`src/rtl/core/frame_animation_timer_macros.svh`:
```
// ----------------------------------------------------------------------------
// Frame animation timer assertion macros
// Clocked, reset-qualified assertion helpers for the timer core.
// ----------------------------------------------------------------------------
`ifndef FRAME_ANIMATION_TIMER_MACROS_SVH
`define FRAME_ANIMATION_TIMER_MACROS_SVH

// generic form: explicit clock and active-low reset
`define FAT_ASSERT_CLK(label, clk, rst_n, prop, msg) \
  label: assert property (@(posedge clk) disable iff (!rst_n) prop) else $error(msg);

// core form: clk_i / rst_ni
`define FAT_ASSERT(label, prop, msg) \
  `FAT_ASSERT_CLK(label, clk_i, rst_ni, prop, msg)

`endif

```
`src/rtl/core/fat_pkg.sv`:
```
// ----------------------------------------------------------------------------
// Frame animation timer package
// Widths, codes and sequencer states shared by the timer core.
// ----------------------------------------------------------------------------
package fat_pkg;

  localparam int unsigned MaxFrames = 16;
  localparam int unsigned FrameW    = 4;
  localparam int unsigned CountW    = 5;
  localparam int unsigned DurW      = 16;
  localparam int unsigned TotalW    = DurW + FrameW;
  localparam int unsigned ElapsedW  = 32;
  localparam int unsigned BitCntW   = 5;
  localparam int unsigned IncW      = 10;
  localparam int unsigned CfgIdxW   = 2;
  localparam int unsigned CfgDataW  = 10;
  localparam int unsigned FuncW     = 2;
  localparam int unsigned InW       = 24;
  localparam int unsigned OutW      = 40;

  localparam logic [IncW-1:0]   IncRst   = 10'd16;
  localparam logic [CountW-1:0] CountRst = 5'd1;

  typedef enum logic [FuncW-1:0] {
    FUNC_TICK    = 2'd0,
    FUNC_LOAD    = 2'd1,
    FUNC_RESTART = 2'd2,
    FUNC_STOP    = 2'd3
  } func_e;

  typedef enum logic [CfgIdxW-1:0] {
    CFG_TICK_INC = 2'd0,
    CFG_REVERSE  = 2'd1,
    CFG_LOOPING  = 2'd2,
    CFG_FRAMES   = 2'd3
  } cfg_reg_e;

  typedef enum logic [6:0] {
    S_IDLE = 7'b0000001,
    S_SUM  = 7'b0000010,
    S_UPD  = 7'b0000100,
    S_MOD  = 7'b0001000,
    S_PICK = 7'b0010000,
    S_WALK = 7'b0100000,
    S_OUT  = 7'b1000000
  } state_e;

endpackage

```
`src/rtl/core/frame_animation_timer.sv`:
```
// ----------------------------------------------------------------------------
// Frame animation timer
// Per-frame duration table, elapsed counter and frame selection.
// ----------------------------------------------------------------------------
// One item at a time. An item passes through accept, a sum of the table
// through one adder over the n frames in use, update, the bit-serial
// remainder unit, select, a walk over the table and the output step.
// With a zero total the remainder, select and walk are skipped. The
// result sits in an output register, so the next item is accepted while it
// waits.
module frame_animation_timer (
  input  logic                        clk_i,
  input  logic                        rst_ni,
  input  logic                        s_axis_tvalid_i,
  output logic                        s_axis_tready_o,
  // [3:0] entry_index, [19:4] entry_duration, [20] arm_notice
  input  logic [fat_pkg::InW-1:0]     s_axis_tdata_i,
  // [1:0] func
  input  logic [fat_pkg::FuncW-1:0]   s_axis_tuser_i,
  output logic                        m_axis_tvalid_o,
  input  logic                        m_axis_tready_i,
  // [3:0] current_frame, [4] finished, [5] done_pulse, [37:6] elapsed_now
  output logic [fat_pkg::OutW-1:0]    m_axis_tdata_o,
  input  logic                        cfg_valid_i,
  output logic                        cfg_ready_o,
  input  logic [fat_pkg::CfgIdxW-1:0] cfg_index_i,
  input  logic [fat_pkg::CfgDataW-1:0] cfg_data_i
);

  import fat_pkg::*;

  state_e                 state_q;
  logic [IncW-1:0]        tick_inc_q;
  logic                   reverse_q;
  logic                   looping_q;
  logic [CountW-1:0]      frame_cnt_q;

  logic [DurW-1:0]        table_q [MaxFrames];
  logic [ElapsedW-1:0]    elapsed_q;
  logic                   running_q;
  logic                   armed_q;

  func_e                  func_q;
  logic                   arm_q;
  logic                   done_q;
  logic                   reduce_q;
  logic [CountW-1:0]      n_q;
  logic [FrameW-1:0]      idx_q;
  logic [TotalW-1:0]      total_q;
  logic [TotalW-1:0]      rem_q;
  logic [BitCntW-1:0]     bit_q;
  logic [FrameW-1:0]      frm_q;

  logic                   m_valid_q;
  logic [OutW-1:0]        m_data_q;

  logic                   in_xfer;
  logic [CountW-1:0]      n_used;
  logic [ElapsedW-1:0]    tick_sum;
  logic                   tick_hit;
  logic [TotalW:0]        mod_trial;
  logic                   mod_ge;
  logic [TotalW-1:0]      mod_rem;
  logic [TotalW-1:0]      walk_d;
  logic                   walk_ge;
  logic                   fwd_ok;
  logic                   rev_ok;
  logic                   fin;
  logic                   total_zero;

  assign s_axis_tready_o = (state_q == S_IDLE);
  assign in_xfer         = s_axis_tvalid_i & s_axis_tready_o;
  assign cfg_ready_o     = 1'b1;
  assign m_axis_tvalid_o = m_valid_q;
  assign m_axis_tdata_o  = m_data_q;

  always_comb begin
    if (frame_cnt_q == '0) begin
      n_used = CountW'(1);
    end else if (frame_cnt_q > CountW'(MaxFrames)) begin
      n_used = CountW'(MaxFrames);
    end else begin
      n_used = frame_cnt_q;
    end
  end

  assign total_zero = (total_q == '0);
  assign tick_sum   = elapsed_q + ElapsedW'(tick_inc_q);
  assign tick_hit   = armed_q & (tick_sum >= ElapsedW'(total_q));

  // restoring remainder, one dividend bit per cycle
  assign mod_trial = {rem_q, elapsed_q[bit_q]};
  assign mod_ge    = (mod_trial >= {1'b0, total_q});
  assign mod_rem   = mod_ge ? TotalW'(mod_trial - {1'b0, total_q}) : mod_trial[TotalW-1:0];

  assign walk_d  = TotalW'(table_q[frm_q]);
  assign walk_ge = (rem_q >= walk_d);
  assign fwd_ok  = walk_ge & ((CountW'(frm_q) + CountW'(1)) < n_q);
  assign rev_ok  = walk_ge & (frm_q != '0);
  assign fin     = (elapsed_q >= ElapsedW'(total_q));

  always_ff @(posedge clk_i or negedge rst_ni) begin
    if (!rst_ni) begin
      state_q     <= S_IDLE;
      tick_inc_q  <= IncRst;
      reverse_q   <= 1'b0;
      looping_q   <= 1'b1;
      frame_cnt_q <= CountRst;
      for (int i = 0; i < MaxFrames; i++) begin
        table_q[i] <= '0;
      end
      elapsed_q   <= '0;
      running_q   <= 1'b0;
      armed_q     <= 1'b0;
      func_q      <= FUNC_TICK;
      arm_q       <= 1'b0;
      done_q      <= 1'b0;
      reduce_q    <= 1'b0;
      n_q         <= CountRst;
      idx_q       <= '0;
      total_q     <= '0;
      rem_q       <= '0;
      bit_q       <= '0;
      frm_q       <= '0;
      m_valid_q   <= 1'b0;
      m_data_q    <= '0;
    end else begin
      if (cfg_valid_i) begin
        case (cfg_reg_e'(cfg_index_i))
          CFG_TICK_INC: tick_inc_q  <= cfg_data_i[IncW-1:0];
          CFG_REVERSE:  reverse_q   <= cfg_data_i[0];
          CFG_LOOPING:  looping_q   <= cfg_data_i[0];
          CFG_FRAMES:   frame_cnt_q <= cfg_data_i[CountW-1:0];
          default: ;
        endcase
      end

      if (m_valid_q && m_axis_tready_i && (state_q != S_OUT)) begin
        m_valid_q <= 1'b0;
      end

      case (state_q)
        S_IDLE: begin
          if (in_xfer) begin
            func_q   <= func_e'(s_axis_tuser_i);
            arm_q    <= s_axis_tdata_i[20];
            done_q   <= 1'b0;
            reduce_q <= 1'b0;
            n_q      <= n_used;
            idx_q    <= '0;
            total_q  <= '0;
            if (func_e'(s_axis_tuser_i) == FUNC_LOAD) begin
              table_q[s_axis_tdata_i[FrameW-1:0]] <= s_axis_tdata_i[FrameW +: DurW];
            end
            state_q  <= S_SUM;
          end
        end
        S_SUM: begin
          total_q <= total_q + TotalW'(table_q[idx_q]);
          idx_q   <= idx_q + FrameW'(1);
          if (CountW'(idx_q) == (n_q - CountW'(1))) begin
            state_q <= S_UPD;
          end
        end
        S_UPD: begin
          case (func_q)
            FUNC_TICK: begin
              if (running_q) begin
                elapsed_q <= (tick_hit && total_zero) ? '0 : tick_sum;
                if (tick_hit) begin
                  armed_q  <= 1'b0;
                  done_q   <= 1'b1;
                  reduce_q <= 1'b1;
                end
              end
            end
            FUNC_RESTART: begin
              done_q    <= armed_q;
              armed_q   <= arm_q;
              elapsed_q <= '0;
              running_q <= 1'b1;
            end
            FUNC_STOP: begin
              running_q <= 1'b0;
            end
            default: ;
          endcase
          rem_q <= '0;
          bit_q <= BitCntW'(ElapsedW - 1);
          frm_q <= '0;
          if (total_zero) begin
            state_q <= S_OUT;
          end else begin
            state_q <= S_MOD;
          end
        end
        S_MOD: begin
          rem_q <= mod_rem;
          bit_q <= bit_q - BitCntW'(1);
          if (bit_q == '0) begin
            if (reduce_q) begin
              elapsed_q <= ElapsedW'(mod_rem);
            end
            state_q <= S_PICK;
          end
        end
        S_PICK: begin
          if (!looping_q && fin) begin
            frm_q   <= FrameW'(n_q - CountW'(1));
            state_q <= S_OUT;
          end else begin
            frm_q   <= reverse_q ? FrameW'(n_q - CountW'(1)) : '0;
            state_q <= S_WALK;
          end
        end
        S_WALK: begin
          if (reverse_q) begin
            if (rev_ok) begin
              rem_q <= rem_q - walk_d;
              frm_q <= frm_q - FrameW'(1);
            end else begin
              state_q <= S_OUT;
            end
          end else begin
            if (fwd_ok) begin
              rem_q <= rem_q - walk_d;
              frm_q <= frm_q + FrameW'(1);
            end else begin
              state_q <= S_OUT;
            end
          end
        end
        S_OUT: begin
          if (!m_valid_q || m_axis_tready_i) begin
            m_valid_q <= 1'b1;
            m_data_q  <= {2'b00, elapsed_q, done_q, fin, frm_q};
            state_q   <= S_IDLE;
          end
        end
        default: state_q <= S_IDLE;
      endcase
    end
  end

`include "frame_animation_timer_macros.svh"

  `FAT_ASSERT(a_walk_in_range, (state_q == S_WALK) |-> (CountW'(frm_q) < n_q), "walk index")
  `FAT_ASSERT(a_rem_below_total, (state_q == S_PICK) |-> (rem_q < total_q), "remainder")
  `FAT_ASSERT(a_stop_no_done, (state_q == S_OUT && func_q == FUNC_STOP) |-> !done_q, "stop")
  `FAT_ASSERT(a_load_no_done, (state_q == S_OUT && func_q == FUNC_LOAD) |-> !done_q, "load")

endmodule
```
`config.mk`:
```
export PLATFORM = sky130hd
export DESIGN_NAME = frame_animation_timer
export DESIGN_NICKNAME = d
export VERILOG_FILES = /design/src/rtl/core/fat_pkg.sv /design/src/rtl/core/frame_animation_timer.sv
export VERILOG_INCLUDE_DIRS = /design/src /design/src/rtl/core
export SDC_FILE = /design/constraint.sdc
export NUM_CORES = 1
export LEC_CHECK = 0
export BUFFER_PORTS_ARGS = -buffer_cell sky130_fd_sc_hd__buf_2
export CAP_MARGIN = 30
export CORE_MARGIN = 2
export CORE_UTILIZATION = 35
export DETAILED_ROUTE_END_ITERATION = 10
export GPL_ROUTABILITY_DRIVEN = 0
export GPL_TIMING_DRIVEN = 0
export PLACE_DENSITY_LB_ADDON = 0.25
export REMOVE_ABC_BUFFERS = 1
export SLEW_MARGIN = 20
export SYNTH_ARGS = -nofsm -noshare
export SYNTH_HDL_FRONTEND = slang
export SYNTH_SLANG_ARGS = --single-unit
```
`constraint.sdc`:
```
create_clock -name clk_i -period 7.84 [get_ports clk_i]
set_clock_uncertainty 0.2 [all_clocks]
set_input_delay 0.392 -clock clk_i [delete_from_list [all_inputs] [get_ports clk_i]]
set_output_delay 0.392 -clock clk_i [all_outputs]
set_load 0.1 [all_outputs]
```
# Word-level counts from Yosys, hierarchy flattened
# Index checks and enable logic that the tools add are counted.
classes:
  n_reduce_logical: 37
  n_mux: 59
  n_lt_le_gt_ge: 11
  addsub: 10
  n_eq_ne: 32
  bitwise: 7
ops:
  columns: ["operator", "count"]
  rows:
  - ["$bwmux 256", 1]
  - ["$bmux 16 s4", 2]
  - ["$mux 32", 4]
  - ["$pmux 32 s2", 2]
  - ["$mux 20", 5]
  - ["$mux 16", 5]
  - ["$demux 16 s4", 1]
  - ["$ge 32x20->1", 2]
  - ["$mux 7", 9]
  - ["$pmux 20 s3", 1]
  - ["$pmux 7 s7", 1]
  - ["$pmux 20 s2", 1]
  - ["$add 32x10->32", 1]
  - ["$mux 4", 6]
  - ["$ge 21x20->1", 1]
  - ["$add 20x16->20", 1]
  - ["$ge 20x16->1", 1]
  - ["$logic_not 20->1", 1]
  - ["$sub 20x16->20", 1]
  - ["$sub 20x20->20", 1]
  - ["$ne 3x3->1 const B", 6]
  - ["$ne 2x2->1 const B", 8]
  - ["$reduce_and 2->1", 8]
  - ["$ge 5x5->1 const B", 3]
  - ["42 further kinds", 84]
word_totals:
  register_bits: 416
  inputBits: 43
  output_inout_bits: 43
  elab_cells: 192

# Logic depth before layout (Yosys ltp)
depth:
  ltp_word: 9
  mapped_depth: 21
  ltp_nobuf: 20

# Worst setup path after synthesis
# No wires, ideal clock.
synth_timing:
  kind: "reg-to-reg"
  start: "register frm_q[0]"
  end: "register frm_q[2]"
  arrival_ns: 4.971
  n_path_buf: 4
  required_ns: 7.512
  path_slack_ns: 2.541
  stages_incl_launch_ff: 18
  setup_time_ns: 0.128
  period_less_slack_ns: 5.299
  path_cell_list: "dfrtp_1 > clkbuf_1 > buf_1 > clkbuf_1 > mux4_2 > mux4_2 > inv_1 > ha_1 > a21o_1 > a221oi_1 > o32ai_1 > o211ai_1 > nand3_1 > nand3_1 > and3_1 > clkbuf_1 > mux2i_1 > o31ai_1"
synth_via:
  elab_chain_cells: 8
  word_cells_on_any_way: 19
  cone_classes: "3 x add/sub; 2 x order compare; 2 x eq/ne; 7 x mux; 3 x bitwise; 2 x reduce/logical"
synth_rtl:
  columns: ["item", "line", "source"]
  rows:
  - ["start, declared", "frame_animation_timer.sv:52", "logic [FrameW-1:0] frm_q;"]
  - ["start signal, assigned", "frame_animation_timer.sv:209", "frm_q <= FrameW'(n_q - CountW'(1));"]
  - ["start signal, assigned", "frame_animation_timer.sv:212", "frm_q <= reverse_q ? FrameW'(n_q - CountW'(1)) : '0;"]
  - ["start signal, assigned", "frame_animation_timer.sv:220", "frm_q <= frm_q - FrameW'(1);"]
  - ["$not 4->5 (not written as such)", "frame_animation_timer.sv:96", "assign walk_d = TotalW'(table_q[frm_q]);"]
  - ["$bmux 16 s4", "frame_animation_timer.sv:96", null]
  - ["$mux 16 (not written as such) (2 in series)", "frame_animation_timer.sv:96", null]
  - ["$ge 20x16->1", "frame_animation_timer.sv:97", "assign walk_ge = (rem_q >= walk_d);"]
  - ["$and 1x1->1, on equally long branches", "frame_animation_timer.sv:99, frame_animation_timer.sv:98", null]
  - ["$ne 3x3->1 (no source line)", null, null]
  - ["$reduce_and 3->1 (no source line)", null, null]
# Several ways; a longest one is shown, not always the timed one. The select of a mux whose other input is x is not followed.
# A chain may end at the register's enable or synchronous reset.

# Worst setup path in the final report
layout_timing:
  start: "register frm_q[0]"
  end: "register state_q[0]"
layout_via:
  elab_chain_cells: 8
  word_cells_on_any_way: 13
  cone_classes: "1 x add/sub; 2 x order compare; 2 x eq/ne; 3 x mux; 3 x bitwise; 2 x reduce/logical"
layout_rtl:
  columns: ["item", "line", "source"]
  rows:
  - ["$not 4->5 (not written as such)", "frame_animation_timer.sv:96", null]
  - ["$bmux 16 s4", "frame_animation_timer.sv:96", null]
  - ["$mux 16 (not written as such) (2 in series)", "frame_animation_timer.sv:96", null]
  - ["$ge 20x16->1", "frame_animation_timer.sv:97", null]
  - ["$and 1x1->1, on equally long branches", "frame_animation_timer.sv:99, frame_animation_timer.sv:98", null]
  - ["$ne 3x3->1 (no source line)", null, null]
  - ["$reduce_and 6->1 (no source line) *", null, null]
  - ["end signal, assigned", "frame_animation_timer.sv:104", "state_q <= S_IDLE;"]
  - ["end signal, assigned", "frame_animation_timer.sv:155", "state_q <= S_SUM;"]
  - ["end signal, assigned", "frame_animation_timer.sv:162", "state_q <= S_UPD;"]
  - ["end, declared", "frame_animation_timer.sv:32", "state_e state_q;"]
# Every way passes the cells marked *; elsewhere a longest branch is shown, timed or not. The select of a mux whose other input is x is not followed.

==> flow_summary.json <==
{
  "ir_drop_mv": 0.196,
  "worst_pin_slew_ns": 0.941,
  "cts_tree": "built",
  "status": "complete, no violations",
  "critical_path.max_stage_delay_ns": 0.79,
  "cts.reportedPaths.clkPinSlew_ns": 0.06,
  "post-route-drc-count": 0,
  "critical_path.max_fanout": 28,
  "syn_inst": 2270,
  "global_route.usage.total_pct": 20.1,
  "rsz0062_at_grt": "false",
  "p_leak_nw": 12.9,
  "timing_limited_maximum_frequency_mhz": 161,
  "intPower_mw": 6.45,
  "grt_antenna_before_repair": 2,
  "fin_cells": 3301,
  "numPortBuffers": 79,
  "maxSlewHeadroom_pct": 37.2,
  "dpl.cell_count": 3198,
  "globalRouteOverflowTotal": 0,
  "yosys_most_used_dff": "dfrtp_1",
  "sequentialPowerShare_pct": 29.2,
  "syn-cell-area_sq_mm": 0.0258,
  "p_sw_mw": 4.80,
  "cp.buffers_inverters": 3,
  "n_antenna_cell": 0,
  "dieArea_sq_mm": 0.0758,
  "post_route_cells_drive_above_1_share_pct": 29.3,
  "dpl.hpwl_microns": 52600,
  "vias_per_inst": 5.76,
  "initial_utilization_pct": 35.3,
  "die_height_microns": 275,
  "hold_path_class": "primary input to flop",
  "first_global_vias": 19300,
  "number_of_synthesized_register_bits": 416,
  "power_per_cell_area_mw_per_mm2": 383,
  "avgSynthCellArea_sq_um": 11.4,
  "whs_ns": 0.0363,
  "path_cells": "buf_12 > buf_16 > mux4_2 > mux4_2 > inv_1 > ha_1 > a21o_1 > a221oi_1 > o32ai_1 > o211ai_1 > nand3_1 > nand3_1 > nand4_1 > o32ai_1",
  "netlist.top_cell.by_area": "dfrtp_1",
  "final_net_count": 2466,
  "synthTopCellsByArea": "dfrtp_1 40%, mux2_2 14%, mux4_2 11%, ha_1 5.5%, mux2i_1 2.6%",
  "finalHoldViolations": 0,
  "num_vias": 19000,
  "clk-insertion-delay-late_ns": 0.61,
  "synthDominantCellAreaShare_pct": 39.9,
  "pin_count_of_the_biggest_net_entering_global_routing": 102,
  "layout_min_cycle_time_ns": 6.22,
  "cpMaxStageDelayCell": "dfrtp_4",
  "synth_cell_types": 80,
  "die_width_microns": 275,
  "synth_sequential_area_ratio_pct": 40.4,
  "startpoint_types": "flop",
  "synthArstFlopShare_pct": 100,
  "final_antenna_net_count": 0,
  "top_level_ports": 86,
  "clock_tree.htree_level_count": 2,
  "p_clk_share_pct": 20.8,
  "synthToLayoutAreaGrowth_pct": 14.0,
  "core_area_sq_mm": 0.0730,
  "tritoncts_num_sinks": 416,
  "power_switching_share_pct": 42.7,
  "power_frac_comb_pct": 50.0,
  "synth_warnings": 0,
  "synth_enable_flop_cells": 0,
  "final.period_utilization_pct": 79.3,
  "drt-initial-drc-count": 1199,
  "slew_viol_final": 0,
  "cts.repair_timing.setup_buffer_count": 0,
  "wl_per_cell_microns": 23.0,
  "cts-root-buf": "clkbuf_16",
  "clock_tree.buffer_depth": 3,
  "worst_setup_path_end_kind": "flop",
  "report.final.setup_viol": 0,
  "cp_top_family": "compound AO/OA/AOI/OAI gates",
  "ff2ff_setup_slack_ns": 1.62,
  "path_class": "flop to flop",
  "cp.arrival_ns": 6.52,
  "drt_pass_1_iters": 6,
  "row_count": 99,
  "critPathRequiredTime_ns": 8.14,
  "maxCapViolCount": 0,
  "numCtsBuffers": 47,
  "postRouteWirelength_microns": 75900,
  "grt_first_pass_wirelength_microns": 117000
}
## per-layer routing
metal	global-route usage (%)	vias to the layer above	share of wire [%]
li1	-	8619	-
met1	25.8	9779	43
met2	34.9	453	50
met3	2.66	146	4.0
met4	6.96	4	3.4
met5	0	-	0.036
## layout make-up
cell class                      instances  area [sq um]
Multi-Input combinational cell       1631         14600
Timing Repair Buffer                  127          1190
Clock inverter                         19           295
Fill cell                            6856         43600
Tap cell                              959          1200
Sequential cell                       416         10400
Clock buffer                           68          1350
Inverter                               81           304
## power groups by stage
stage | sequential (mW) | combinational [mW] | clock (mW)
CTS | 3.28 | 5.60 | 2.40
global placement | 3.45 | 5.15 | 0
global route | 3.36 | 6.16 | 2.50
finish | 3.28 | 5.62 | 2.35
floorplan | 3.38 | 3.80 | 0
detailed placement | 3.32 | 5.57 | 0
## flip-flops by register name (all words and copies together), names as in the netlist, 2 cells and up
register / flops
table_q: 256
m_axis_tdata_o: 38
elapsed_q: 32
rem_q: 20
total_q: 20
tick_inc_q: 10
state_q: 7
bit_q: 5
frame_cnt_q: 5
n_q: 5
frm_q: 4
idx_q: 4
func_q: 2
## Yosys cell counts (21+ instances only)
cell type / n
nand3_1: 54
dfrtp_1: 411
nand2_1: 137
o21ai_0: 130
a21oi_1: 94
nand4_1: 24
xnor2_1: 42
ha_1: 114
a31oi_1: 21
inv_1: 80
xor2_1: 24
nor3_1: 40
nor2_1: 109
a21o_1: 24
buf_2: 27
clkbuf_1: 92
mux4_2: 122
mux2_2: 324
mux2i_1: 68
## layout by cell type (no fill, tap or decap), types with 78 or more instances in the layout
cell and instances:
a21oi_1 94, buf_2 78, ha_1 114, nand2_1 136, o21ai_0 130, mux2_2 324
dfrtp_1 403, nor2_1 99, mux4_2 122, inv_1 80
## logic make-up after synthesis
logic type                 share of synthesized area (%)
adders and majority gates                           5.92
muxes                                               27.5
and+or+nand+nor                                     9.18
buffers and inverters                               3.45
DFF                                                 40.4
AOI/OAI and AO/OA                                   11.3
xor gates and xnor gates                            2.24
other                                             0.0291
## worst paths after layout
kind                                                 from  cells after the start                              to
max in group asynchronous                          rst_ni                      3         table_q[68]$_DFFE_PN0P_
setup / recovery                     frm_q[0]$_DFFE_PN0P_                     14          state_q[0]$_DFFE_PN1P_
setup reg to reg                     frm_q[0]$_DFFE_PN0P_                     14          state_q[0]$_DFFE_PN1P_
min in group asynchronous                          rst_ni                      2      frame_cnt_q[3]$_DFFE_PN0P_
hold reg to reg            m_axis_tdata_o[20]$_DFFE_PN0P_                      2  m_axis_tdata_o[20]$_DFFE_PN0P_
hold / removal                         s_axis_tdata_i[10]                      2        table_q[214]$_DFFE_PN0P_
## metrics by stage
step	setup WS, ns	setup TNS [ns]	utilization (%)	cell area, sq um	power, mW
floorplan	0.713	0	-	25200	7.18
global placement	-2.24	-935.67	36.7	26800	8.60
detailed placement	1.67	0	37.8	27600	8.88
CTS	1.64	0	40.3	29400	11.3
global route	1.31	0	40.3	29400	12.0
finish	1.62	0	40.3	29400	11.3
## timing repair
| action | 4_1_cts | 5_1_grt |
|---|---|---|
| hold endpoints to repair | 91 | 0 |
| hold buffers | 15 | 0 |
| gates resized for setup | 0 | 0 |
## worst reg2reg max path, delay by kind of cell (launching register included)
family / cells / cell delay, ns
compound gates: 5 / 1.96
flops: 1 / 0.79
mux: 2 / 1.14
buf+inv: 3 / 0.73
fa+ha+maj: 1 / 0.31
simple gates: 3 / 1.00
Power figures use the tool's default switching activity.
